**config.mk**
```make
export PLATFORM = sky130hd
export DESIGN_NAME = pidtc_regs
export DESIGN_NICKNAME = d
export VERILOG_FILES = /design/src/rtl/pidtc_pkg.sv /design/src/rtl/pidtc_regs.sv
export SDC_FILE = /design/constraint.sdc
export NUM_CORES = 1
export LEC_CHECK = 0
export BUFFER_PORTS_ARGS = -buffer_cell sky130_fd_sc_hd__buf_2
export CAP_MARGIN = 40
export CORE_UTILIZATION = 52
export CTS_CLUSTER_SIZE = 10
export DETAILED_ROUTE_END_ITERATION = 7
export PLACE_DENSITY = 0.82
export SETUP_SLACK_MARGIN = 0.05
export SYNTH_ARGS = -nofsm -noshare
export SYNTH_HDL_FRONTEND = slang
export SYNTH_SLANG_ARGS = --single-unit
```
**constraint.sdc**
```tcl
create_clock -name i_clk -period 2.1 [get_ports i_clk]
set_input_delay 0.42 -clock i_clk [delete_from_list [all_inputs] [get_ports i_clk]]
set_output_delay 0.42 -clock i_clk [all_outputs]
set_load 0.05 [all_outputs]
```
**src/rtl/pidtc_pkg.sv**
```systemverilog
// Package: shared types, widths and codes for the clamped trapezoid PID core.
`timescale 1ns / 1ps
`default_nettype none
package pidtc_pkg;

    localparam int DATA_WIDTH    = 32;
    localparam int FRACTION_BITS = 16;
    localparam int MAG_W         = DATA_WIDTH + 1;
    localparam int PROD_W        = 2 * MAG_W;
    localparam int DIV_BITS      = MAG_W + FRACTION_BITS;
    localparam int CNT_W         = $clog2(DIV_BITS + 1);
    localparam int ADDR_W        = 5;
    localparam int IDX_W         = 3;

    // largest positive value, 2^(W-1)-1
    localparam logic [DATA_WIDTH-1:0] VMAX = {1'b0, {(DATA_WIDTH - 1){1'b1}}};

    // operation codes
    localparam logic OP_COMPUTE = 1'b0;
    localparam logic OP_RESTART = 1'b1;

    // register indexes
    typedef enum logic [IDX_W-1:0] {
        REG_PROP_GAIN    = 3'd0,
        REG_INTEG_GAIN   = 3'd1,
        REG_DERIV_GAIN   = 3'd2,
        REG_INTEG_LIMIT  = 3'd3,
        REG_OUTPUT_LIMIT = 3'd4,
        REG_ABS_MODE     = 3'd5
    } t_reg_idx;

    typedef struct packed {
        logic                          operation;
        logic signed [DATA_WIDTH-1:0]  error_value;
        logic        [DATA_WIDTH-1:0]  timestamp;
    } t_in_word;

    typedef struct packed {
        logic signed [DATA_WIDTH-1:0]  drive;
        logic                          zero_interval;
    } t_out_word;

    typedef struct packed {
        logic signed [DATA_WIDTH-1:0]  prop_gain;
        logic signed [DATA_WIDTH-1:0]  integ_gain;
        logic signed [DATA_WIDTH-1:0]  deriv_gain;
        logic        [DATA_WIDTH-2:0]  integ_limit;
        logic        [DATA_WIDTH-2:0]  output_limit;
        logic                          abs_mode;
    } t_cfg;

    // multiplier operand pair / saturation target
    typedef enum logic [1:0] {
        MUL_INC = 2'd0,
        MUL_P   = 2'd1,
        MUL_I   = 2'd2,
        MUL_D   = 2'd3
    } t_mul_sel;

    typedef struct packed {
        logic     load;
        logic     restart;
        logic     mul_en;
        t_mul_sel mul_sel;
        logic     sat_en;
        t_mul_sel sat_sel;
        logic     div_init;
        logic     div_step;
        logic     div_fin;
        logic     out_load;
    } t_ctrl;

    typedef struct packed {
        logic zero_dt;
        logic out_free;
    } t_stat;

    // magnitude of a signed value one bit wider than the data
    function automatic logic [MAG_W-1:0] mag(input logic signed [MAG_W-1:0] v);
        logic [MAG_W-1:0] r;
        r = v[MAG_W-1] ? MAG_W'(-v) : MAG_W'(v);
        return r;
    endfunction

endpackage
`default_nettype wire

```
**src/rtl/pidtc_regs.sv**
```systemverilog
// Configuration register file behind the APB-style port.
`timescale 1ns / 1ps
`default_nettype none
module pidtc_regs
    import pidtc_pkg::*;
(
    input  wire logic              i_clk,
    input  wire logic              i_rst_n,
    input  wire logic              psel,
    input  wire logic              penable,
    input  wire logic              pwrite,
    input  wire logic [ADDR_W-1:0] paddr,
    input  wire logic [31:0]       pwdata,
    output logic      [31:0]       prdata,
    output logic                   pready,
    output t_cfg                   o_cfg
);

    t_cfg          r_cfg;
    logic [IDX_W-1:0] w_idx;
    logic          w_wr;

    assign w_idx  = paddr[ADDR_W-1:2];
    assign w_wr   = psel && penable && pwrite;
    assign pready = 1'b1;
    assign o_cfg  = r_cfg;

    // register writes
    always_ff @(posedge i_clk) begin
        if (!i_rst_n) begin
            r_cfg.prop_gain    <= 32'sd65536;
            r_cfg.integ_gain   <= 32'sd65536;
            r_cfg.deriv_gain   <= 32'sd65536;
            r_cfg.integ_limit  <= VMAX[DATA_WIDTH-2:0];
            r_cfg.output_limit <= VMAX[DATA_WIDTH-2:0];
            r_cfg.abs_mode     <= 1'b0;
        end else if (w_wr) begin
            unique case (w_idx)
                REG_PROP_GAIN:    r_cfg.prop_gain    <= pwdata;
                REG_INTEG_GAIN:   r_cfg.integ_gain   <= pwdata;
                REG_DERIV_GAIN:   r_cfg.deriv_gain   <= pwdata;
                REG_INTEG_LIMIT:  r_cfg.integ_limit  <= pwdata[DATA_WIDTH-2:0];
                REG_OUTPUT_LIMIT: r_cfg.output_limit <= pwdata[DATA_WIDTH-2:0];
                REG_ABS_MODE:     r_cfg.abs_mode     <= pwdata[0];
                default: ;
            endcase
        end
    end

    // read mux
    always_comb begin
        unique case (w_idx)
            REG_PROP_GAIN:    prdata = r_cfg.prop_gain;
            REG_INTEG_GAIN:   prdata = r_cfg.integ_gain;
            REG_DERIV_GAIN:   prdata = r_cfg.deriv_gain;
            REG_INTEG_LIMIT:  prdata = {1'b0, r_cfg.integ_limit};
            REG_OUTPUT_LIMIT: prdata = {1'b0, r_cfg.output_limit};
            REG_ABS_MODE:     prdata = {31'd0, r_cfg.abs_mode};
            default:          prdata = 32'd0;
        endcase
    end

endmodule
`default_nettype wire

```
==> flow_metrics.tcl <==
set metrics [dict create \
    status "completed" \
    fin_crit_ps 2020 \
    hold_path_startpoint "pwdata[25]" \
    chipWidth_um 122.4 \
    grt_pass1_vias 6167 \
    dr_total_vias 6519 \
    fin_util_pct 70.48 \
    async_flop_share_pct 0 \
    clockRootBuffer "clkbuf_16" \
    ir_worst_vdd_mv 0.5793 \
    grt_overflow 0 \
    cap_viol_max_count 0 \
    grt_max_degree 92 \
    arrival_ps 1600 \
    finalMaxSlewViolations 0 \
    start_util_pct 53.72 \
    instances_no_fill 1181 \
    holdWs_ps 272.3 \
    synth-warning-count 0 \
    drt_iter0_markers 438 \
    synth_top_flop_cell "dfxtp_1" \
    synthTopCellsByArea "dfxtp_1, mux2i_1, nor2b_1, nand2_1, a22oi_1" \
    synth_common_cells "mux2i_1, dfxtp_1, nand2_1" \
    rr_worst_depth 2 \
    start_kind "input port" \
    hold_end "o_cfg[26]" \
    htreeDepth 4 \
    gr-usage-all-layers_pct 28.22 \
    critPathRequiredTime_ps 1680 \
    numCtsBuffers 17 \
    synth_seq_cells 159 \
    timing.fmax_ghz 0.4949 \
    die_h_um 122.4 \
    cts_setup_buffers 0 \
    synthMostInstantiatedCell "mux2i_1" \
    drive_gt1_share_pct 35.76 \
    area_delta_synth_final_pct 31.20 \
    hold_path_class "in2reg" \
    hold_depth 3 \
    postSynthCellCount 767 \
    rows 43 \
    finalSetupTns_ps 0 \
    fin_nets 1030 \
    synth_fp_nets 809 \
    largest_reg_flops 159 \
    yosysUniqueCellTypes 31 \
    drt_first_pass_iters 5 \
    clkLatencyLatePin_ps 410 \
    p_per_area_nw_per_um2 719.8 \
    critPathCaptureType "primary output" \
    avgSynthCellArea_sq_um 9.835 \
    yosysSeqAreaShare_pct 42.20 \
    clkSinkCount 159 \
    synth_top_cell_by_area "dfxtp_1" \
    synth.cell_area_sq_um 7543 \
    cts_tree "yes" \
    reg2reg_from "o_cfg[133]" \
    drtAntennaViolNets 0 \
    post-route-period-util_pct 96.21 \
    drcViolationCount 0 \
    use_met2_pct 48.88 \
    r2r_setup_slack_ps 1390 \
    postRouteWirelength_um 21440 \
    rsz0062_at_grt "yes" \
    ios 234 \
    final_hold_viol_count 0 \
    ctsHoldBuffers 0 \
    fin_total_pwr_w 0.007124 \
    io_buffers 230 \
    fin_worst_skew_ps 0 \
    gp_congestion 0.7980 \
    grt_use_met3_pct 7.760 \
    coreArea_sq_um 14040 \
    n_antenna_cell 0 \
    dp_cells 1149 \
    wire_per_inst_um 18.16 \
    setup_viol 0 \
    die_area_sq_um 14990 \
    startpoint "paddr[2]" \
    synth_edf_count 0 \
    grtUsageMet1_pct 34.00 \
    busiest_layer "met2" \
    antenna_found_initial 0 \
    synth_top_area_share_pct 42.20 \
    p_leak_nw 4.131 \
    path_class "in2out" \
    worstPathMaxFanout 6 \
    cts.path.max_buffers 2 \
    vias_per_cell 5.520 \
    dp_hpwl_um 14700 \
    clk_pin_slew_worst_paths_ps 60 \
    reg2reg_to "o_cfg[133]" \
    grt_pass1_wl_um 32370 \
]
cell type report:
type | count | area, sq um
Clock inverter | 13 | 162.7
Clock buffer | 19 | 432.9
Timing Repair Buffer | 270 | 1732
Tap cell | 180 | 225.2
Sequential cell | 159 | 3183
Inverter | 2 | 7.507
Multi-Input combinational cell | 538 | 4154
Fill cell | 1050 | 4145
cells by family (layout without fill, tap and decap cells):
group | after synthesis | count (layout) | synth area share [%]
compound gates | 97 | 97 | 9.089
buf+inv | 70 | 304 | 5.606
flops | 159 | 159 | 42.20
mux | 204 | 204 | 27.37
other cells | 1 | 1 | 0.04971
simple gates | 236 | 236 | 15.69
routing by layer:
layer,up-vias,routed length [um]
li1,3102,-
met1,3149,8898
met2,246,10820
met3,22,1482
met4,0,246
met5,-,0
cell usage in the layout, fill, tap and decap left out, drive strengths merged, types with 2 or more instances in the layout:
master,Yosys,final
buf,46,265
mux2i,186,186
dfxtp,159,159
nand2,125,125
nor2b,98,98
a22oi,33,33
clkbuf,22,24
mux2,18,18
o22ai,16,16
o21ai,15,15
o2bb2ai,14,14
o21a,14,14
clkinv,0,5
inv,2,4
o211ai,3,3
clkinvlp,0,3
bufinv,0,3
nor2,2,2
nand3,2,2
worst max-delay path: stages:
cell and delay, ps:
buf_4 150, buf_4 170, nor2b_2 150, buf_4 190
a22oi_1 110, o22ai_1 180, buf_4 230
where the power goes:
| group | leakage, nW | internal (W) | switching [W] |
|---|---|---|---|
| sequential | 1.28 | 0.00304 | 0.0000192 |
| clock | 0.284 | 0.00187 | 0.00124 |
| combinational | 2.56 | 0.000344 | 0.000613 |
| total | 4.13 | 0.00526 | 0.00187 |
per-stage QoR:
stage	area, sq um	setup WS [ps]
global placement	9169	-50.84
global route	9897	30.51
finish	9897	79.57
CTS	9829	10.81
detailed placement	9169	-69.17
floorplan	7714	-203.2
how the worst max path moves through the flow:
stage               cells past startpoint  slack, ps         end
global placement                        6        -50  prdata[14]
detailed placement                      6        -70  prdata[11]
finish                                  7         80  prdata[26]
global route                            7         30  prdata[26]
floorplan                               5       -200  prdata[24]
CTS                                     7         10  prdata[11]
what timing repair did:
item	CTS	global route
gates cloned	0	0
gates resized for setup	18	30
endpoints found under the setup margin	18	19
(Power assumes the default switching activity.)
