[config.mk]
export PLATFORM = sky130hd
export DESIGN_NAME = pidtc_dp
export DESIGN_NICKNAME = d
export VERILOG_FILES = /design/src/rtl/pidtc_pkg.sv /design/src/rtl/pidtc_dp.sv
export SDC_FILE = /design/constraint.sdc
export NUM_CORES = 2
export LEC_CHECK = 0
export ABC_AREA = 1
export BUFFER_PORTS_ARGS = -buffer_cell sky130_fd_sc_hd__buf_4
export CAP_MARGIN = 25
export CORE_MARGIN = 2
export CORE_UTILIZATION = 28
export CTS_BUF_LIST = sky130_fd_sc_hd__clkbuf_4 sky130_fd_sc_hd__clkbuf_8 sky130_fd_sc_hd__clkbuf_16
export DETAILED_ROUTE_END_ITERATION = 12
export SYNTH_ARGS = -nofsm -noshare
export SYNTH_HDL_FRONTEND = slang
export SYNTH_SLANG_ARGS = --single-unit
[constraint.sdc]
create_clock -name i_clk -period 9.6 [get_ports i_clk]
set_input_delay 0.48 -clock i_clk [delete_from_list [all_inputs] [get_ports i_clk]]
set_output_delay 0.48 -clock i_clk [all_outputs]
set_load 0.02 [all_outputs]
[src/rtl/pidtc_pkg.sv]
// Package: shared types, widths and codes for the clamped trapezoid PID core.
`timescale 1ns / 1ps
`default_nettype none
package pidtc_pkg;

    localparam int DATA_WIDTH    = 32;
    localparam int FRACTION_BITS = 16;
    localparam int MAG_W         = DATA_WIDTH + 1;
    localparam int PROD_W        = 2 * MAG_W;
    localparam int DIV_BITS      = MAG_W + FRACTION_BITS;
    localparam int CNT_W         = $clog2(DIV_BITS + 1);
    localparam int ADDR_W        = 5;
    localparam int IDX_W         = 3;

    // largest positive value, 2^(W-1)-1
    localparam logic [DATA_WIDTH-1:0] VMAX = {1'b0, {(DATA_WIDTH - 1){1'b1}}};

    // operation codes
    localparam logic OP_COMPUTE = 1'b0;
    localparam logic OP_RESTART = 1'b1;

    // register indexes
    typedef enum logic [IDX_W-1:0] {
        REG_PROP_GAIN    = 3'd0,
        REG_INTEG_GAIN   = 3'd1,
        REG_DERIV_GAIN   = 3'd2,
        REG_INTEG_LIMIT  = 3'd3,
        REG_OUTPUT_LIMIT = 3'd4,
        REG_ABS_MODE     = 3'd5
    } t_reg_idx;

    typedef struct packed {
        logic                          operation;
        logic signed [DATA_WIDTH-1:0]  error_value;
        logic        [DATA_WIDTH-1:0]  timestamp;
    } t_in_word;

    typedef struct packed {
        logic signed [DATA_WIDTH-1:0]  drive;
        logic                          zero_interval;
    } t_out_word;

    typedef struct packed {
        logic signed [DATA_WIDTH-1:0]  prop_gain;
        logic signed [DATA_WIDTH-1:0]  integ_gain;
        logic signed [DATA_WIDTH-1:0]  deriv_gain;
        logic        [DATA_WIDTH-2:0]  integ_limit;
        logic        [DATA_WIDTH-2:0]  output_limit;
        logic                          abs_mode;
    } t_cfg;

    // multiplier operand pair / saturation target
    typedef enum logic [1:0] {
        MUL_INC = 2'd0,
        MUL_P   = 2'd1,
        MUL_I   = 2'd2,
        MUL_D   = 2'd3
    } t_mul_sel;

    typedef struct packed {
        logic     load;
        logic     restart;
        logic     mul_en;
        t_mul_sel mul_sel;
        logic     sat_en;
        t_mul_sel sat_sel;
        logic     div_init;
        logic     div_step;
        logic     div_fin;
        logic     out_load;
    } t_ctrl;

    typedef struct packed {
        logic zero_dt;
        logic out_free;
    } t_stat;

    // magnitude of a signed value one bit wider than the data
    function automatic logic [MAG_W-1:0] mag(input logic signed [MAG_W-1:0] v);
        logic [MAG_W-1:0] r;
        r = v[MAG_W-1] ? MAG_W'(-v) : MAG_W'(v);
        return r;
    endfunction

endpackage
`default_nettype wire

[src/rtl/pidtc_dp.sv]
// Datapath: state, shared multiplier, saturation, serial divider, output register.
`timescale 1ns / 1ps
`default_nettype none
module pidtc_dp
    import pidtc_pkg::*;
(
    input  wire logic i_clk,
    input  wire logic i_rst_n,
    input  t_ctrl     i_ctrl,
    input  t_cfg      i_cfg,
    input  t_in_word  i_in_word,
    input  wire logic i_out_ready,
    output t_stat     o_stat,
    output logic      o_out_valid,
    output t_out_word o_out_word
);

    localparam int SUM_W = DATA_WIDTH + 3;

    // controller state
    logic        [DATA_WIDTH-1:0] r_prev_time;
    logic signed [DATA_WIDTH-1:0] r_integ;
    logic signed [DATA_WIDTH-1:0] r_prev_err;
    // per-word working registers
    logic signed [DATA_WIDTH-1:0] r_e;
    logic        [DATA_WIDTH-1:0] r_dt;
    logic                         r_zero;
    logic signed [MAG_W-1:0]      r_s;
    logic                         r_dnum_neg;
    logic        [MAG_W-1:0]      r_dnum_mag;
    logic        [PROD_W-1:0]     r_prod;
    logic                         r_neg;
    logic signed [DATA_WIDTH-1:0] r_pt, r_it, r_dterm, r_deriv;
    logic        [DATA_WIDTH-1:0] r_rem;
    logic        [DIV_BITS-1:0]   r_dq;
    logic                         r_out_valid;
    t_out_word                    r_out_word;

    assign o_out_valid     = r_out_valid;
    assign o_out_word      = r_out_word;
    assign o_stat.zero_dt  = r_zero;
    assign o_stat.out_free = !r_out_valid || i_out_ready;

    // load-time sums
    logic signed [MAG_W-1:0] w_e33, w_pe33;
    assign w_e33  = {i_in_word.error_value[DATA_WIDTH-1], i_in_word.error_value};
    assign w_pe33 = {r_prev_err[DATA_WIDTH-1], r_prev_err};

    // multiplier operand select
    logic [MAG_W-1:0]  w_a, w_b;
    logic              w_neg;
    logic [PROD_W-1:0] w_prod;
    always_comb begin
        case (i_ctrl.mul_sel)
            MUL_INC: begin
                w_a = mag(r_s); w_b = {1'b0, r_dt}; w_neg = r_s[MAG_W-1];
            end
            MUL_P: begin
                w_a   = mag({i_cfg.prop_gain[DATA_WIDTH-1], i_cfg.prop_gain});
                w_b   = mag({r_e[DATA_WIDTH-1], r_e});
                w_neg = i_cfg.prop_gain[DATA_WIDTH-1] ^ r_e[DATA_WIDTH-1];
            end
            MUL_I: begin
                w_a   = mag({i_cfg.integ_gain[DATA_WIDTH-1], i_cfg.integ_gain});
                w_b   = mag({r_integ[DATA_WIDTH-1], r_integ});
                w_neg = i_cfg.integ_gain[DATA_WIDTH-1] ^ r_integ[DATA_WIDTH-1];
            end
            default: begin
                w_a   = mag({i_cfg.deriv_gain[DATA_WIDTH-1], i_cfg.deriv_gain});
                w_b   = mag({r_deriv[DATA_WIDTH-1], r_deriv});
                w_neg = i_cfg.deriv_gain[DATA_WIDTH-1] ^ r_deriv[DATA_WIDTH-1];
            end
        endcase
    end
    assign w_prod = w_a * w_b;

    // shift and saturate the registered product
    logic [PROD_W-1:0]       w_shift, w_lim;
    logic [MAG_W-1:0]        w_sat_mag;
    logic signed [MAG_W:0]   w_sat;
    always_comb begin
        if (i_ctrl.sat_sel == MUL_INC) begin
            w_shift = r_prod >> (FRACTION_BITS + 1);
            w_lim   = PROD_W'(1) << DATA_WIDTH;
        end else begin
            w_shift = r_prod >> FRACTION_BITS;
            w_lim   = PROD_W'(VMAX);
        end
        w_sat_mag = (w_shift > w_lim) ? w_lim[MAG_W-1:0] : w_shift[MAG_W-1:0];
        w_sat     = r_neg ? -$signed({1'b0, w_sat_mag}) : $signed({1'b0, w_sat_mag});
    end

    // integral accumulate and clamp
    logic signed [SUM_W-1:0] w_isum, w_ilim, w_iclamp;
    always_comb begin
        w_isum = SUM_W'(r_integ) + SUM_W'(w_sat);
        w_ilim = $signed({4'd0, i_cfg.integ_limit});
        if (w_isum > w_ilim)       w_iclamp = w_ilim;
        else if (w_isum < -w_ilim) w_iclamp = -w_ilim;
        else                       w_iclamp = w_isum;
    end

    // divider step
    logic [DATA_WIDTH:0] w_trial;
    logic                w_ge;
    assign w_trial = {r_rem, r_dq[DIV_BITS-1]};
    assign w_ge    = (w_trial >= {1'b0, r_dt});

    // divider result
    logic [DATA_WIDTH-1:0] w_q;
    assign w_q = (r_dq > DIV_BITS'(VMAX)) ? VMAX : r_dq[DATA_WIDTH-1:0];

    // final sum: abs-mode limit, add, clamp
    logic [MAG_W-1:0]        w_mp, w_md, w_mmin;
    logic signed [SUM_W-1:0] w_d, w_u, w_olim, w_uclamp;
    always_comb begin
        w_mp   = mag({r_pt[DATA_WIDTH-1], r_pt});
        w_md   = mag({r_dterm[DATA_WIDTH-1], r_dterm});
        w_mmin = (w_mp < w_md) ? w_mp : w_md;
        if (i_cfg.abs_mode) begin
            w_d = r_deriv[DATA_WIDTH-1] ? -$signed(SUM_W'(w_mmin)) : $signed(SUM_W'(w_mmin));
        end else begin
            w_d = SUM_W'(r_dterm);
        end
        w_u    = SUM_W'(r_pt) + SUM_W'(r_it) + w_d;
        w_olim = $signed({4'd0, i_cfg.output_limit});
        if (w_u > w_olim)       w_uclamp = w_olim;
        else if (w_u < -w_olim) w_uclamp = -w_olim;
        else                    w_uclamp = w_u;
    end

    // state and working registers
    always_ff @(posedge i_clk) begin
        if (!i_rst_n) begin
            r_prev_time <= '0;
            r_integ     <= '0;
            r_prev_err  <= '0;
        end else if (i_ctrl.restart) begin
            r_prev_time <= i_in_word.timestamp;
            r_integ     <= '0;
            r_prev_err  <= '0;
        end else if (i_ctrl.load) begin
            r_prev_time <= i_in_word.timestamp;
            r_prev_err  <= i_in_word.error_value;
        end else if (i_ctrl.sat_en && i_ctrl.sat_sel == MUL_INC) begin
            r_integ <= w_iclamp[DATA_WIDTH-1:0];
        end
    end

    always_ff @(posedge i_clk) begin
        if (i_ctrl.load) begin
            r_e        <= i_in_word.error_value;
            r_dt       <= i_in_word.timestamp - r_prev_time;
            r_zero     <= (i_in_word.timestamp == r_prev_time);
            r_s        <= w_e33 + w_pe33;
            r_dnum_neg <= (w_e33 < w_pe33);
            r_dnum_mag <= mag(w_e33 - w_pe33);
            r_deriv    <= '0;
        end
        if (i_ctrl.mul_en) begin
            r_prod <= w_prod;
            r_neg  <= w_neg;
        end
        if (i_ctrl.sat_en) begin
            case (i_ctrl.sat_sel)
                MUL_P:   r_pt    <= w_sat[DATA_WIDTH-1:0];
                MUL_I:   r_it    <= w_sat[DATA_WIDTH-1:0];
                MUL_D:   r_dterm <= w_sat[DATA_WIDTH-1:0];
                default: ;
            endcase
        end
        if (i_ctrl.div_init) begin
            r_rem <= '0;
            r_dq  <= {r_dnum_mag, {FRACTION_BITS{1'b0}}};
        end else if (i_ctrl.div_step) begin
            r_rem <= w_ge ? DATA_WIDTH'(w_trial - {1'b0, r_dt}) : w_trial[DATA_WIDTH-1:0];
            r_dq  <= {r_dq[DIV_BITS-2:0], w_ge};
        end
        if (i_ctrl.div_fin) begin
            r_deriv <= r_dnum_neg ? -$signed(w_q) : $signed(w_q);
        end
        if (i_ctrl.out_load) begin
            r_out_word.drive         <= w_uclamp[DATA_WIDTH-1:0];
            r_out_word.zero_interval <= r_zero;
        end
    end

    // output word handshake
    always_ff @(posedge i_clk) begin
        if (!i_rst_n) begin
            r_out_valid <= 1'b0;
        end else if (i_ctrl.out_load) begin
            r_out_valid <= 1'b1;
        end else if (i_out_ready) begin
            r_out_valid <= 1'b0;
        end
    end

endmodule
`default_nettype wire

==> run_results.csv <==
group,metric,value,unit
clock_tree,htree_num_levels,2,
route,route.detailed.wl_per_inst,20.32,um
clock_tree,tritoncts,"built",
sta,setup-violations-final,0,
worst_setup_path,crit_path_top_delay_cell,"sky130_fd_sc_hd__fa_1",
floorplanning,row_count,201,
sta,worst_slew_margin_rel,0.3357,
sta,timing.final.hold_violations,0,
layout,post_route_cells_drive_above_1_share,0.1363,
yosys,postSynthCellCount,11674,
floorplanning,die_footprint,0.3070,sq mm
route,detail_route.iter0.violations,6620,
run_status,outcome,"completed",
global_routing,track_usage,0.2135,
worst_setup_path,count_of_buffering_cells_on_the_critical_path_with_inverters_included,9,
worst_setup_path,required,10020,ps
worst_setup_path,crit_arrival,9880,ps
layout,fin_util,0.3406,
yosys,largest_area_contributor_in_the_netlist,"sky130_fd_sc_hd__fa_1",
yosys,yosysWarnings,0,
global_routing,grt_antenna_before_repair,48,
floorplanning,floorplan.initialDensity,0.2819,
yosys,yosys.area_share.simple,0.2402,
global_routing,global_route_total_overflow,0,
yosys,async_flop_share,0,
clock_tree,clockBufferDepth,3,
yosys,ys_seq_elements,521,
yosys,largest_family_of_logic_cells_by_synthesized_area,"adder cells",
worst_setup_path,timing.critical_path.max_delay_family,"adder cells",
worst_setup_path,worst_path_most_repeated_cell,"sky130_fd_sc_hd__fa_1",
layout,multi_input_area,0.06255,sq mm
place,place_congestion,1.020,
sta,fin_crit,9456,ps
clock_tree,clk_latency,770,ps
worst_setup_path,worst_path_largest_cell_delay,590,ps
layout,layout.nets,14385,
run,drv_cap,0,
sta,drv_slew,0,
yosys,synth.cell_area,0.08472,sq mm
place,dp_hpwl,281500,um
floorplanning,top_level_ports,275,
route,totalWireLength,336300,um
yosys,synth_compound_area_frac,0.1062,
sta,period_share,0.9850,
yosys,synth.mux.area_fraction,0.0001182,
route,routed-via-count,80507,
yosys,synth_edf_count,376,
floorplanning,die-width,554.1,um
worst_setup_path,end_kind,"flip-flop",
route,routed_via_density,4.866,
sta,timing.clock.skew,104.2,ps
clock_tree,cts-root-buf,"sky130_fd_sc_hd__clkbuf_16",
clock_tree,cts.sinks,521,
yosys,synth.top_cells.by_area,"sky130_fd_sc_hd__fa_1 (24%), sky130_fd_sc_hd__edfxtp_1 (13%), sky130_fd_sc_hd__nand2_1 (13%)",
layout,storage_cell_area,0.01420,sq mm
clock_tree,cts_inserted_buffers,61,
yosys,synth_top_cell_area_share,0.2356,
floorplanning,coreArea,0.3005,sq mm
sta,slew_at_the_pin_closest_to_its_max_slew_limit,990.4,ps
route,first_drt_pass_iteration_count,6,
sta,max_freq,105.8,MHz
layout,n_fill_cell,31947,
worst_hold_path,min-delay-path-class,"primary input to flip-flop",
layout,layout-area-overhead-vs-synth,20.83,%
global_routing,number_of_global_route_vias_before_repair,79365,
sta,setup_repair_after_global_routing_missed_its_margin,"yes",
global_routing,global_route_wire_length_before_repair,495100,um
floorplanning,die_y,554.1,um
yosys,netlist-cell-type-count,72,
worst_setup_path,timing.critical_path.from_type,"flip-flop",
yosys,syn-mean-instance-area,7.257,sq um
global_routing,grt_start_max_net_pins,65,
route,detail_route.drc_violations,0,
place,place.port_buffers,273,
yosys,ys.flop_type,"sky130_fd_sc_hd__edfxtp_1",
clock_tree,clock_edge_transition_at_the_registers_on_the_reported_setup_and_hold_paths,70,ps
route,ant_nets,0,
worst_setup_path,crit_fanout,8,
yosys,synth-adder-area-share,0.3286,
yosys,yosysSeqAreaShare,0.1675,
yosys,synth_xor_area_frac,0.03906,
worst_setup_path,critical_path_class,"flip-flop to flip-flop",
-- worst reg2reg max path: cells and delay by family (launching register included) --
family / cells / cell delay [ps]
xor gates and xnor gates: 2 / 320
and+or+nand+nor: 19 / 2620
adders and majority gates: 10 / 4580
DFF: 1 / 380
AOI/OAI and AO/OA: 1 / 260
buffers and inverters: 9 / 940
-- synth_stat cells (44+ instances only) --
master and n:
sky130_fd_sc_hd__nor4_1 44, sky130_fd_sc_hd__edfxtp_1 376, sky130_fd_sc_hd__dfxtp_1 145, sky130_fd_sc_hd__xnor2_1 81, sky130_fd_sc_hd__o21bai_1 45, sky130_fd_sc_hd__nand4_1 161
sky130_fd_sc_hd__o211ai_1 54, sky130_fd_sc_hd__nor2_1 1096, sky130_fd_sc_hd__a31oi_1 46, sky130_fd_sc_hd__buf_2 86, sky130_fd_sc_hd__xor2_1 295, sky130_fd_sc_hd__fa_1 997
sky130_fd_sc_hd__nand2_1 2865, sky130_fd_sc_hd__a21oi_1 668, sky130_fd_sc_hd__inv_1 2177, sky130_fd_sc_hd__nor3_1 156, sky130_fd_sc_hd__o21ai_0 542, sky130_fd_sc_hd__nand3_1 479
sky130_fd_sc_hd__o21a_1 47, sky130_fd_sc_hd__ha_1 630, sky130_fd_sc_hd__clkbuf_1 251
-- kinds of logic after synthesis --
logic type,Yosys count
AO/OA/AOI/OAI,1611
multiplexers,1
AND/OR/NAND/NOR,4929
adder cells (fa/ha/maj),1627
buffers and inverters,2606
XOR/XNOR,377
other,2
flip-flops,521
-- flip-flops by register name, summed over array words and instances, names as in the netlist, 32 cells and up --
| signal | cells |
|---|---|
| r_integ | 32 |
| r_prev_err | 32 |
| r_deriv | 32 |
| r_dq | 49 |
| r_dterm | 32 |
| r_pt | 32 |
| r_prev_time | 32 |
| r_dnum_mag | 32 |
| r_prod | 50 |
| r_it | 32 |
| o_out_word | 33 |
| r_e | 32 |
| r_dt | 32 |
| r_s | 33 |
| r_rem | 32 |
-- cells in the final DEF (no fill, tap or decap), drive strengths merged, types with 12 or more instances in the layout --
| master | n |
|---|---|
| o221ai | 21 |
| o21a | 47 |
| dfxtp | 145 |
| o21ai | 586 |
| a21o | 37 |
| a221oi | 13 |
| nand2 | 2871 |
| o211ai | 54 |
| conb | 35 |
| o21bai | 45 |
| nor4 | 49 |
| nand3 | 486 |
| o22ai | 20 |
| dlygate4sd3 | 71 |
| xnor2 | 81 |
| inv | 2202 |
| a31oi | 46 |
| o2111ai | 14 |
| nor2 | 1114 |
| fa | 997 |
| clkinv | 44 |
| buf | 1057 |
| diode | 17 |
| nand4 | 162 |
| nand3b | 27 |
| edfxtp | 376 |
| clkbuf | 80 |
| ha | 630 |
| xor2 | 296 |
| or2 | 31 |
| nor3 | 177 |
| a21oi | 671 |
| o31ai | 12 |
| a21boi | 12 |
-- layer usage --
metal,part of all wire,global-route usage
met5,0.0012,0
met4,0.075,0.1332
met3,0.077,0.04269
met2,0.45,0.3422
met1,0.40,0.2625
-- final cells by class --
| class | instances | share of cell area |
|---|---|---|
| multi-input combinational | 8582 | 0.6110 |
| sequential | 521 | 0.1387 |
| timing repair buffer | 1135 | 0.09880 |
| inverter | 2218 | 0.08186 |
| tap | 3958 | 0.04838 |
| clock buffer | 73 | 0.01620 |
| clock inverter | 42 | 0.004608 |
| antenna | 17 | 0.0004156 |
-- through the flow --
stage               cell area [sq um]  instances  setup TNS, ps  hold slack (ps)  setup WS (ps)
global placement                96660      16270          -8034            441.3         -392.5
finish                         102400      16546              0            38.00          143.9
global route                   102400      16540          -1593            36.73         -170.9
CTS                             99630      16458              0           0.3709          2.490
detailed placement              96690      16271          -8796            449.0         -440.9
floorplan                       84840      11707              0            427.7          963.3
-- what timing repair did --
action / CTS / global route
buffers inserted: 1 / 63
resized for setup: 21 / 547
hold buffers: 71 / 0
gates cloned: 0 / 9
hold endpoints to repair: 71 / 0
pin swaps: 4 / 226
endpoints found under the setup margin: 24 / 74
-- path summary, 6_finish.rpt --
check,from,to,slack [ps],depth (start not counted)
max,r_integ[1],r_prod[43],140,41
min,i_ctrl[10],r_prev_time[3],40,3
max reg2reg,r_integ[1],r_prod[43],140,41
min reg2reg,r_prev_time[5],r_prev_time[5],460,2
Power is not shown: default switching activity piles up to over one toggle a cycle in this logic, so the estimate is an artifact.
