`config.mk`:
```
export PLATFORM = sky130hd
export DESIGN_NAME = pidtc_ctrl
export DESIGN_NICKNAME = d
export VERILOG_FILES = /design/src/rtl/pidtc_pkg.sv /design/src/rtl/pidtc_ctrl.sv
export SDC_FILE = /design/constraint.sdc
export NUM_CORES = 1
export LEC_CHECK = 0
export BUFFER_PORTS_ARGS = -buffer_cell sky130_fd_sc_hd__buf_2
export CORE_MARGIN = 5
export CORE_UTILIZATION = 50
export DETAILED_ROUTE_END_ITERATION = 10
export HOLD_SLACK_MARGIN = 0.02
export PLACE_DENSITY = 0.76
export REMOVE_ABC_BUFFERS = 1
export SYNTH_ARGS = -nofsm -noshare
export SYNTH_HDL_FRONTEND = slang
export SYNTH_SLANG_ARGS = --single-unit
```
`constraint.sdc`:
```
create_clock -name i_clk -period 1.66 [get_ports i_clk]
set_input_delay 0 -clock i_clk [delete_from_list [all_inputs] [get_ports i_clk]]
set_output_delay 0 -clock i_clk [all_outputs]
set_load 0.05 [all_outputs]
```
`src/rtl/pidtc_pkg.sv`:
```
// Package: shared types, widths and codes for the clamped trapezoid PID core.
`timescale 1ns / 1ps
`default_nettype none
package pidtc_pkg;

    localparam int DATA_WIDTH    = 32;
    localparam int FRACTION_BITS = 16;
    localparam int MAG_W         = DATA_WIDTH + 1;
    localparam int PROD_W        = 2 * MAG_W;
    localparam int DIV_BITS      = MAG_W + FRACTION_BITS;
    localparam int CNT_W         = $clog2(DIV_BITS + 1);
    localparam int ADDR_W        = 5;
    localparam int IDX_W         = 3;

    // largest positive value, 2^(W-1)-1
    localparam logic [DATA_WIDTH-1:0] VMAX = {1'b0, {(DATA_WIDTH - 1){1'b1}}};

    // operation codes
    localparam logic OP_COMPUTE = 1'b0;
    localparam logic OP_RESTART = 1'b1;

    // register indexes
    typedef enum logic [IDX_W-1:0] {
        REG_PROP_GAIN    = 3'd0,
        REG_INTEG_GAIN   = 3'd1,
        REG_DERIV_GAIN   = 3'd2,
        REG_INTEG_LIMIT  = 3'd3,
        REG_OUTPUT_LIMIT = 3'd4,
        REG_ABS_MODE     = 3'd5
    } t_reg_idx;

    typedef struct packed {
        logic                          operation;
        logic signed [DATA_WIDTH-1:0]  error_value;
        logic        [DATA_WIDTH-1:0]  timestamp;
    } t_in_word;

    typedef struct packed {
        logic signed [DATA_WIDTH-1:0]  drive;
        logic                          zero_interval;
    } t_out_word;

    typedef struct packed {
        logic signed [DATA_WIDTH-1:0]  prop_gain;
        logic signed [DATA_WIDTH-1:0]  integ_gain;
        logic signed [DATA_WIDTH-1:0]  deriv_gain;
        logic        [DATA_WIDTH-2:0]  integ_limit;
        logic        [DATA_WIDTH-2:0]  output_limit;
        logic                          abs_mode;
    } t_cfg;

    // multiplier operand pair / saturation target
    typedef enum logic [1:0] {
        MUL_INC = 2'd0,
        MUL_P   = 2'd1,
        MUL_I   = 2'd2,
        MUL_D   = 2'd3
    } t_mul_sel;

    typedef struct packed {
        logic     load;
        logic     restart;
        logic     mul_en;
        t_mul_sel mul_sel;
        logic     sat_en;
        t_mul_sel sat_sel;
        logic     div_init;
        logic     div_step;
        logic     div_fin;
        logic     out_load;
    } t_ctrl;

    typedef struct packed {
        logic zero_dt;
        logic out_free;
    } t_stat;

    // magnitude of a signed value one bit wider than the data
    function automatic logic [MAG_W-1:0] mag(input logic signed [MAG_W-1:0] v);
        logic [MAG_W-1:0] r;
        r = v[MAG_W-1] ? MAG_W'(-v) : MAG_W'(v);
        return r;
    endfunction

endpackage
`default_nettype wire

```
`src/rtl/pidtc_ctrl.sv`:
```
// Sequencer: steps the datapath through one compute word.
`timescale 1ns / 1ps
`default_nettype none
module pidtc_ctrl
    import pidtc_pkg::*;
(
    input  wire logic i_clk,
    input  wire logic i_rst_n,
    input  wire logic i_in_valid,
    input  wire logic i_operation,
    input  t_stat     i_stat,
    output logic      o_in_ready,
    output t_ctrl     o_ctrl
);

    typedef enum logic [3:0] {
        S_IDLE, S_INC_MUL, S_INC_SAT, S_P_MUL, S_P_SAT, S_I_MUL, S_I_SAT,
        S_DIV_INIT, S_DIV, S_DIV_FIN, S_D_MUL, S_D_SAT, S_OUT
    } t_state;

    t_state           r_state, n_state;
    logic [CNT_W-1:0] r_cnt, n_cnt;
    logic             w_acc;

    assign o_in_ready = (r_state == S_IDLE);
    assign w_acc      = i_in_valid && o_in_ready;

    // next state and commands
    always_comb begin
        n_state = r_state;
        n_cnt   = r_cnt;
        o_ctrl  = '0;
        o_ctrl.mul_sel = MUL_INC;
        o_ctrl.sat_sel = MUL_INC;
        unique case (r_state)
            S_IDLE: begin
                if (w_acc) begin
                    if (i_operation == OP_RESTART) begin
                        o_ctrl.restart = 1'b1;
                    end else begin
                        o_ctrl.load = 1'b1;
                        n_state = S_INC_MUL;
                    end
                end
            end
            S_INC_MUL: begin
                o_ctrl.mul_en = 1'b1; o_ctrl.mul_sel = MUL_INC; n_state = S_INC_SAT;
            end
            S_INC_SAT: begin
                o_ctrl.sat_en = 1'b1; o_ctrl.sat_sel = MUL_INC; n_state = S_P_MUL;
            end
            S_P_MUL: begin
                o_ctrl.mul_en = 1'b1; o_ctrl.mul_sel = MUL_P; n_state = S_P_SAT;
            end
            S_P_SAT: begin
                o_ctrl.sat_en = 1'b1; o_ctrl.sat_sel = MUL_P; n_state = S_I_MUL;
            end
            S_I_MUL: begin
                o_ctrl.mul_en = 1'b1; o_ctrl.mul_sel = MUL_I; n_state = S_I_SAT;
            end
            S_I_SAT: begin
                o_ctrl.sat_en = 1'b1; o_ctrl.sat_sel = MUL_I;
                // zero interval leaves the derivative at zero
                n_state = i_stat.zero_dt ? S_D_MUL : S_DIV_INIT;
            end
            S_DIV_INIT: begin
                o_ctrl.div_init = 1'b1;
                n_cnt   = '0;
                n_state = S_DIV;
            end
            S_DIV: begin
                o_ctrl.div_step = 1'b1;
                n_cnt = r_cnt + 1'b1;
                if (r_cnt == CNT_W'(DIV_BITS - 1)) begin
                    n_state = S_DIV_FIN;
                end
            end
            S_DIV_FIN: begin
                o_ctrl.div_fin = 1'b1; n_state = S_D_MUL;
            end
            S_D_MUL: begin
                o_ctrl.mul_en = 1'b1; o_ctrl.mul_sel = MUL_D; n_state = S_D_SAT;
            end
            S_D_SAT: begin
                o_ctrl.sat_en = 1'b1; o_ctrl.sat_sel = MUL_D; n_state = S_OUT;
            end
            S_OUT: begin
                if (i_stat.out_free) begin
                    o_ctrl.out_load = 1'b1;
                    n_state = S_IDLE;
                end
            end
            default: n_state = S_IDLE;
        endcase
    end

    always_ff @(posedge i_clk) begin
        if (!i_rst_n) begin
            r_state <= S_IDLE;
            r_cnt   <= '0;
        end else begin
            r_state <= n_state;
            r_cnt   <= n_cnt;
        end
    end

endmodule
`default_nettype wire

```
==> metrics.txt, run 1 <==
sw frac 39.3%; Worst IR Drop VDD 541 µV; largest area contributor in the netlist dfxtp_1; worst reg2reg path startpoint r_state[3]; YS warnings 0; CTS Buffer Depth 2; clock skew 0.00411 ns; setup TNS 0 ns; number of flops mapped to enable cells by yosys 0; post-synthesis sequential area ratio 27.2%; met3 usage 2.75%; CTS tree done; Final Hold Vio Count 0; number of core rows 13; post-route ant nets 0; grt peak-use layer met1; number of vias in the routed layout 760; Final Util 68.5%; DR iter-0 viols 16; RSZ-0062 raised after global routing true; FF-to-FF setup slack 0.15 ns; max-cap violations 0; largest net degree at the start of global routing 16; Initial Utilization 54.6%; Die ar. 2340 µm²; antenna violations before repair 0; R2R Path End r_cnt[4]; Die Span X 48.4 µm; library cells used by synthesis 39; worst hold path class in -> reg; Layout Nets 125; Static Leakage 0.410 nW; grt met1 use 22.1%; synthesized area 737 µm²; clk_lat worst skew 0.27 ns; min cycle time layout 1.56 ns; share of the synthesized area in the top cell type 27.2%; core area 1350 µm²; Detail Placement HPWL 1240 µm; # diodes 0; type of the worst setup path reg -> out; total track usage 15.7%; crit end category primary output; Pint 0.494 mW; PwrDens 881 nW/µm²; # setup viols final 0; FMAX 643 MHz; routed len/inst 12.7 µm; Die Ht 48.4 µm; H-Tree Level Count 1; Worst-Margin Slew 0.319 ns; met2 Track Usage GR 20.9%; CTS Buf Count 3; Via density 5.80; Slew Limit Headroom 78.2%; worst path required time 1.66 ns; Filler Cell Count 126; Syn Inst Count 94; critical path capture point o_ctrl[2]; GPL Wtd Cong 0.791; area grow syn2layout 25.5%; global-route wire length before repair 2990 µm; CP startpoint r_state[3]; Slew Viols, Final 0; DRC viols 0; Most used DFF post-synth dfxtp_1; clock power share 27.0%; Post CTS Setup Buffer Count 0; Cells on Worst Hold Path 3; CP Max Fanout 10; most common library cell in the layout ignoring fill and taps buf_2; Synth Register Bits 10; Synth Area per Inst 7.84 µm²; crit share post-route 93.7%; status completed; ratio of cells with drive above 1 in the final layout 29.3%; Ports 19; Post-synth ARST share 0%; most frequent cells in the layout buf_2, nand2_1, dfxtp_1; Seq pwr share 33.3%; Worst Reg2Reg Path Length in Cells 4; Clk Tree Root Cell clkbuf_4; gr ovfl total 0; Critical Path Start Type flop; first-pass detailed-route iteration total 4; Sink Count 10; Crit path arrival time 1.56 ns; Logic pwr share 39.6%; dominant cells by area after synthesis dfxtp_1, nand2b_1, nand2_1; net switching power 0.320 mW; # port buffers 18; WL final 1660 µm; vias in the first global route 674; Worst-path clk slew 0.07 ns
[sequential cells by signal, summed over array words and instances, names as in the netlist]
name     cells
r_cnt        6
r_state      4
[metrics by stage]
| stage | cells | instance area (µm²) | setup WS (ns) | power (mW) | hold WS, ns |
|---|---|---|---|---|---|
| global route | 131 | 925 | -0.0181 | 0.864 | 0.0952 |
| detailed placement | 126 | 850 | 0.169 | 0.574 | 0.300 |
| floorplan | 89 | 711 | -1.33 | 0.496 | 0.151 |
| global placement | 126 | 850 | 0.222 | 0.570 | 0.282 |
| finish | 131 | 925 | 0.105 | 0.814 | 0.0881 |
| CTS | 131 | 902 | 0.0243 | 0.806 | 0.0729 |
[area by class of cell]
cell class / instances / area, µm² / share of cell area, %
Tap cell: 15 / 18.8 / 2.03
Timing Repair Buffer: 23 / 143 / 15.4
Inverter: 8 / 35.0 / 3.79
Multi-Input combinational cell: 71 / 490 / 53.0
Clock buffer: 4 / 36.3 / 3.92
Sequential cell: 10 / 201 / 21.8
[critical path: stages, from the launching register on]
cell	delay (ns)
dfxtp_1	0.40
or4b_4	0.54
clkinv_4	0.11
clkbuf_4	0.23
[timing repair]
action / 4_1_cts / 5_1_grt
setup endpoints to repair: 2 / 4
endpoints found under the hold margin: 1 / 0
hold buffers: 1 / 0
resized for setup: 1 / 9
[power by group through the flow]
stage          clock network [mW]  registers (mW)  logic (mW)
6_report                    0.220           0.271       0.323
3_3_place_gp                    0           0.272       0.298
2_1_floorplan                   0           0.291       0.204
3_5_place_dp                    0           0.273       0.301
5_1_grt                     0.240           0.275       0.349
4_1_cts                     0.229           0.268       0.309
[logic make-up after synthesis]
logic type / after synthesis / synth area share, %
simple gates: 44 / 34.5
fa+ha+maj: 2 / 3.40
flops: 10 / 27.2
buf+inv: 13 / 8.32
compound gates: 22 / 22.8
xor+xnor: 1 / 1.19
mux: 2 / 2.72
[metal layers]
layer / part of all wire, % / vias up / routed length (µm)
li1: - / 392 / -
met1: 49 / 341 / 819
met2: 43 / 23 / 714
met3: 5.0 / 4 / 83
met4: 2.5 / 0 / 42
met5: 0 / - / 0
[worst min path at each step]
stage,startpoint,to,slack [ns]
final,i_stat[1],r_state[3],0.09
after global routing,i_stat[1],r_state[3],0.1
after CTS,i_stat[1],r_state[3],0.07
after detailed placement,i_rst_n,r_cnt[5],0.30
after global placement,i_rst_n,r_cnt[5],0.28
after floorplan,i_rst_n,r_cnt[5],0.15
[cells in the mapped netlist, types with 2 or more instances]
master     n
nor4b_1    2
o21ai_0    2
dfxtp_1   10
nor3_1     4
nand2b_1   8
and3_1     3
a311oi_1   2
and2_1     2
nor2_1     4
o21bai_1   2
nand2_1    9
a21oi_1    6
clkbuf_1   4
ha_1       2
nand3_1    4
inv_1      6
mux2i_1    2
Note: power is estimated with default switching activity, not from simulation.
==> run 2, diff against run 1 <==
--- a/config.mk
+++ b/config.mk
@@ -13,4 +13,5 @@
 export PLACE_DENSITY = 0.76
 export REMOVE_ABC_BUFFERS = 1
+export SKIP_CTS_REPAIR_TIMING = 1
 export SYNTH_ARGS = -nofsm -noshare
 export SYNTH_HDL_FRONTEND = slang
==> constraint.sdc (replaced) <==
create_clock -name i_clk -period 1.66 [get_ports i_clk]
set_input_delay 0.332 -clock i_clk [delete_from_list [all_inputs] [get_ports i_clk]]
set_output_delay 0.332 -clock i_clk [all_outputs]
set_load 0.05 [all_outputs]
==> run 2 against run 1 <==
  * The flow now finishes with violations (negative setup slack)
  * Sequential power rose by 6%
  * Clock power fell by 25%
  * Sequential share of layout area fell by 2.0 points
  * Routed wire length rose by 31%
  * Largest power group unchanged
  * Power rose by 0.17%
  * First-iteration DRC count rose by 100%
  * Critical endpoint is now o_ctrl[6]
  * Highest routed layer unchanged
  * Non-clock buffer count rose by 6
==> metrics.txt, run 2 (synthesis results as in run 1) <==
Final Util 80.6%; Logic pwr share 44.6%; Sink Count 10; Die ar. 2340 µm²; Layout Nets 131; Cells on Worst Hold Path 3; worst path required time 1.33 ns; setup TNS -0.514 ns; Detail Placement HPWL 1410 µm; crit share post-route 106%; RSZ-0062 raised after global routing true; PwrDens 749 nW/µm²; area grow syn2layout 47.7%; Worst IR Drop VDD 644 µV; R2R Path End r_cnt[4]; number of vias in the routed layout 829; final worst slack -0.102 ns; H-Tree Level Count 1; min cycle time layout 1.76 ns; Crit path arrival time 1.43 ns; CTS tree done; critical-path cell list nand2b_1 > nor2_1 > a31o_2 > buf_2; first-pass detailed-route iteration total 4; type of the worst setup path reg -> out; Ports 19; FMAX 568 MHz; core area 1350 µm²; Critical Path Start Type flop; Die Span X 48.4 µm; Pint 0.476 mW; routed len/inst 16.0 µm; clk_lat worst skew 0.26 ns; antenna violations before repair 0; max-cap violations 0; clock power share 20.1%; crit end category primary output; Static Leakage 0.478 nW; failing checks negative setup slack; Clk Tree Root Cell clkbuf_4; DR iter-0 viols 32; post-route total power 0.816 mW; Slew Limit Headroom 71.6%; Slew Viols, Final 0; Filler Cell Count 80; CTS Buf Count 3; # port buffers 18; worst reg2reg path startpoint r_state[0]; Final Hold Vio Count 0; Worst Reg2Reg Path Length in Cells 5; gr ovfl total 0; max reg flops 6; Slowest Stage Delay on Critical Path 0.41 ns; final hold slack 0.346 ns; CTS Buffer Depth 2; clock skew 0.00567 ns; register area 215 µm²; sw frac 41.6%; Die Ht 48.4 µm; post-route ant nets 0; total track usage 15.5%; Initial Utilization 54.6%; Seq pwr share 35.3%; Worst-path clk slew 0.07 ns; GPL Wtd Cong 0.797; CP delay by family, top flip-flops; global-route wire length before repair 3080 µm; Biggest register r_cnt; Buf+Inv Stages, Crit Path 1; worst hold path class in -> reg; CP Max Fanout 8; largest net degree at the start of global routing 15; Worst-Margin Slew 0.416 ns; number of core rows 13; most frequent cells in the layout buf_4, nand2_1, buf_2; net switching power 0.340 mW; DRC viols 0; slowest stage cell, crit path dfxtp_4; # setup viols final 10; min-delay src i_rst_n; multi-input combinational cell area 533 µm²; Hold Path Sink r_state[0]; # diodes 0; FF-to-FF setup slack 0.08 ns; Largest regs r_cnt: 6 flops, r_state: 4 flops; WL final 2180 µm; Via density 6.10; status complete, but fails checks; ratio of cells with drive above 1 in the final layout 42.1%; vias in the first global route 700; most common library cell in the layout ignoring fill and taps buf_4
==> run 2: through the flow <==
| step | setup WS, ns | area, µm² | cells |
|---|---|---|---|
| 2_1_floorplan | -1.66 | 711 | 89 |
| 3_3_place_gp | 0.0561 | 872 | 129 |
| 3_5_place_dp | -0.00564 | 872 | 129 |
| 4_1_cts | -0.293 | 895 | 132 |
| 5_1_grt | -0.207 | 1090 | 136 |
| 6_report | -0.102 | 1090 | 136 |
==> run 2: area by class of cell <==
class,instances,area share (%)
Multi-Input combinational cell,71,49.0
Inverter,8,3.22
Sequential cell,10,19.8
Timing Repair Buffer,29,24.3
Tap cell,15,1.72
Clock buffer,3,2.07
==> run 2: worst max path at each step <==
| stage | from | endpoint | slack, ns | cells past startpoint |
|---|---|---|---|---|
| after floorplan | r_state[3] | o_ctrl[11] | -1.66 | 3 |
| after global placement | r_state[2] | o_ctrl[2] | 0.06 | 3 |
| after detailed placement | r_state[2] | o_ctrl[10] | -0.006 | 3 |
| after CTS | r_state[2] | o_ctrl[10] | -0.29 | 3 |
| after global routing | r_state[0] | o_ctrl[5] | -0.21 | 4 |
| final | r_state[0] | o_ctrl[6] | -0.10 | 4 |
==> run 2: per-layer routing <==
metal | up-vias | track usage [%] | part of all wire [%] | routed length [µm]
met5 | - | 0 | 0 | 0
met4 | 0 | 5.07 | 1.7 | 36
met3 | 6 | 4.28 | 6.2 | 136
met2 | 36 | 24.6 | 49 | 1060
met1 | 389 | 20.1 | 43 | 944
li1 | 398 | - | - | -
==> run 2: power groups by stage <==
stage | sequential [mW] | combinational, mW | clock, mW
global route | 0.291 | 0.384 | 0.175
detailed placement | 0.277 | 0.302 | 0
finish | 0.288 | 0.364 | 0.164
global placement | 0.277 | 0.295 | 0
CTS | 0.271 | 0.303 | 0.165
floorplan | 0.291 | 0.204 | 0
==> run 2: worst register-to-register path, cell delays in order, from the launching register on <==
cell,delay (ns)
dfxtp_4,0.38
or4b_4,0.55
clkinv_4,0.08
buf_4,0.14
nand2_1,0.07
a311oi_2,0.26
==> run 3, diff against run 2 <==
- CTS_BUF_LIST: unset -> sky130_fd_sc_hd__clkbuf_16
==> run 3 against run 2 <==
  * The run still ends with negative setup slack left
  * Non-clock buffer count up 4
  * Sequential share of layout area down 1.6 points
  * Power up 35%
  * Setup slack better by 0.024 ns
  * Global-route usage up 1.2 points
  * Final cell count up 2.9%
  * Sequential power about the same
  * Highest routed layer unchanged
==> metrics.txt, run 3 (synthesis results as in run 1) <==
Layout Nets 135; Cells on Worst Hold Path 3; most frequent cells in the layout buf_4, buf_2, nand2_1; Slew Viols, Final 0; Detail Placement HPWL 1410 µm; Die ar. 2340 µm²; routed len/inst 16.9 µm; CTS Buffer Depth 2; type of the worst setup path reg -> out; post-route total power 1.10 mW; Cell Area, Placed 872 µm²; fin cells 140; FMAX 575 MHz; post-route ant nets 0; global-route wire length before repair 3120 µm; # port buffers 18; H-Tree Level Count 1; final instance area 1170 µm²; Largest regs r_cnt: 6 flops, r_state: 4 flops; Die Ht 48.4 µm; Ports 19; area grow syn2layout 58.7%; antenna violations before repair 0; Via density 6.06; Slew Limit Headroom 77.2%; Final Util 86.7%; most common library cell in the layout ignoring fill and taps buf_4; crit share post-route 105%; CTS Buf Count 3; slowest stage cell, crit path or4b_4; max reg flops 6; placed cells 129; Clk Tree Root Cell clkbuf_16; DRC viols 0; Logic pwr share 35.5%; CTS tree done; clk_lat worst skew 0.24 ns; GPL Wtd Cong 0.797; first-pass detailed-route iteration total 4; min cycle time layout 1.74 ns; failing checks negative setup slack; Worst-Margin Slew 0.333 ns; Worst Reg2Reg Path Length in Cells 5; largest net degree at the start of global routing 15; Sink Count 10; Die Span X 48.4 µm; number of core rows 13; crit end category primary output; Final Hold Vio Count 0; gr ovfl total 0; Worst-path clk slew 0.04 ns; ratio of cells with drive above 1 in the final layout 44.0%; clock skew 0.00138 ns; number of vias in the routed layout 849; Critical Path Start Type flop; max-cap violations 0; clock power share 38.3%; vias in the first global route 704; Slowest Stage Delay on Critical Path 0.56 ns; Static Leakage 0.521 nW; Crit path arrival time 1.41 ns; critical-path cell list or4b_4 > clkinv_4 > buf_8; worst path required time 1.33 ns; status complete, but fails checks; PwrDens 941 nW/µm²; worst hold path class in -> reg; core area 1350 µm²; Setup WS pre-CTS -0.00564 ns; DR iter-0 viols 27; Worst IR Drop VDD 668 µV; RSZ-0062 raised after global routing true; CP Max Fanout 8; Pint 0.721 mW; Seq pwr share 26.2%; sw frac 34.5%; # setup viols final 7; net switching power 0.380 mW; # diodes 0; final worst slack -0.0777 ns; Biggest register r_cnt; WL final 2370 µm; total track usage 16.7%; Initial Utilization 54.6%
[run 3: layer usage]
layer  share of wire (%)  global-route usage (%)
met1                  40                    20.4
met2                  51                    24.3
met3                 6.5                    4.28
met4                 2.4                    13.4
met5                   0                       0
[run 3: final cells by class]
cell class,instances,area (µm²)
Clock buffer,3,75.1
Multi-Input combinational cell,71,542
Sequential cell,10,213
Timing Repair Buffer,33,284
Inverter,8,37.5
Tap cell,15,18.8
Fill cell,74,180
[run 3: critical path, delay by kind of cell, from the launching register on]
family        cells  cell delay, ns
simple gates      1            0.56
flops             1            0.38
buf+inv           2            0.23
[run 3: path summary, 6_finish.rpt]
| kind | startpoint | end | slack (ns) |
|---|---|---|---|
| hold reg to reg | r_cnt[5] | r_cnt[5] | 0.52 |
| hold / removal | i_rst_n | r_state[0] | 0.38 |
| setup / recovery | r_state[0] | o_ctrl[2] | -0.08 |
| setup reg to reg | r_state[0] | r_cnt[4] | 0.08 |
[run 3: power by group through the flow]
| stage | combinational [mW] | clock (mW) | sequential (mW) |
|---|---|---|---|
| CTS | 0.303 | 0.431 | 0.273 |
| floorplan | 0.204 | 0 | 0.291 |
| finish | 0.391 | 0.421 | 0.289 |
| detailed placement | 0.302 | 0 | 0.277 |
| global route | 0.413 | 0.438 | 0.290 |
| global placement | 0.295 | 0 | 0.277 |
[run 3: metrics by stage]
| stage | TNS, ns | hold slack (ns) |
|---|---|---|
| final | -0.203 | 0.382 |
| after global routing | -0.634 | 0.406 |
| after CTS | -1.94 | 0.384 |
| after detailed placement | -0.00564 | 0.495 |
| after global placement | 0 | 0.476 |
| after floorplan | -5.86 | 0.458 |
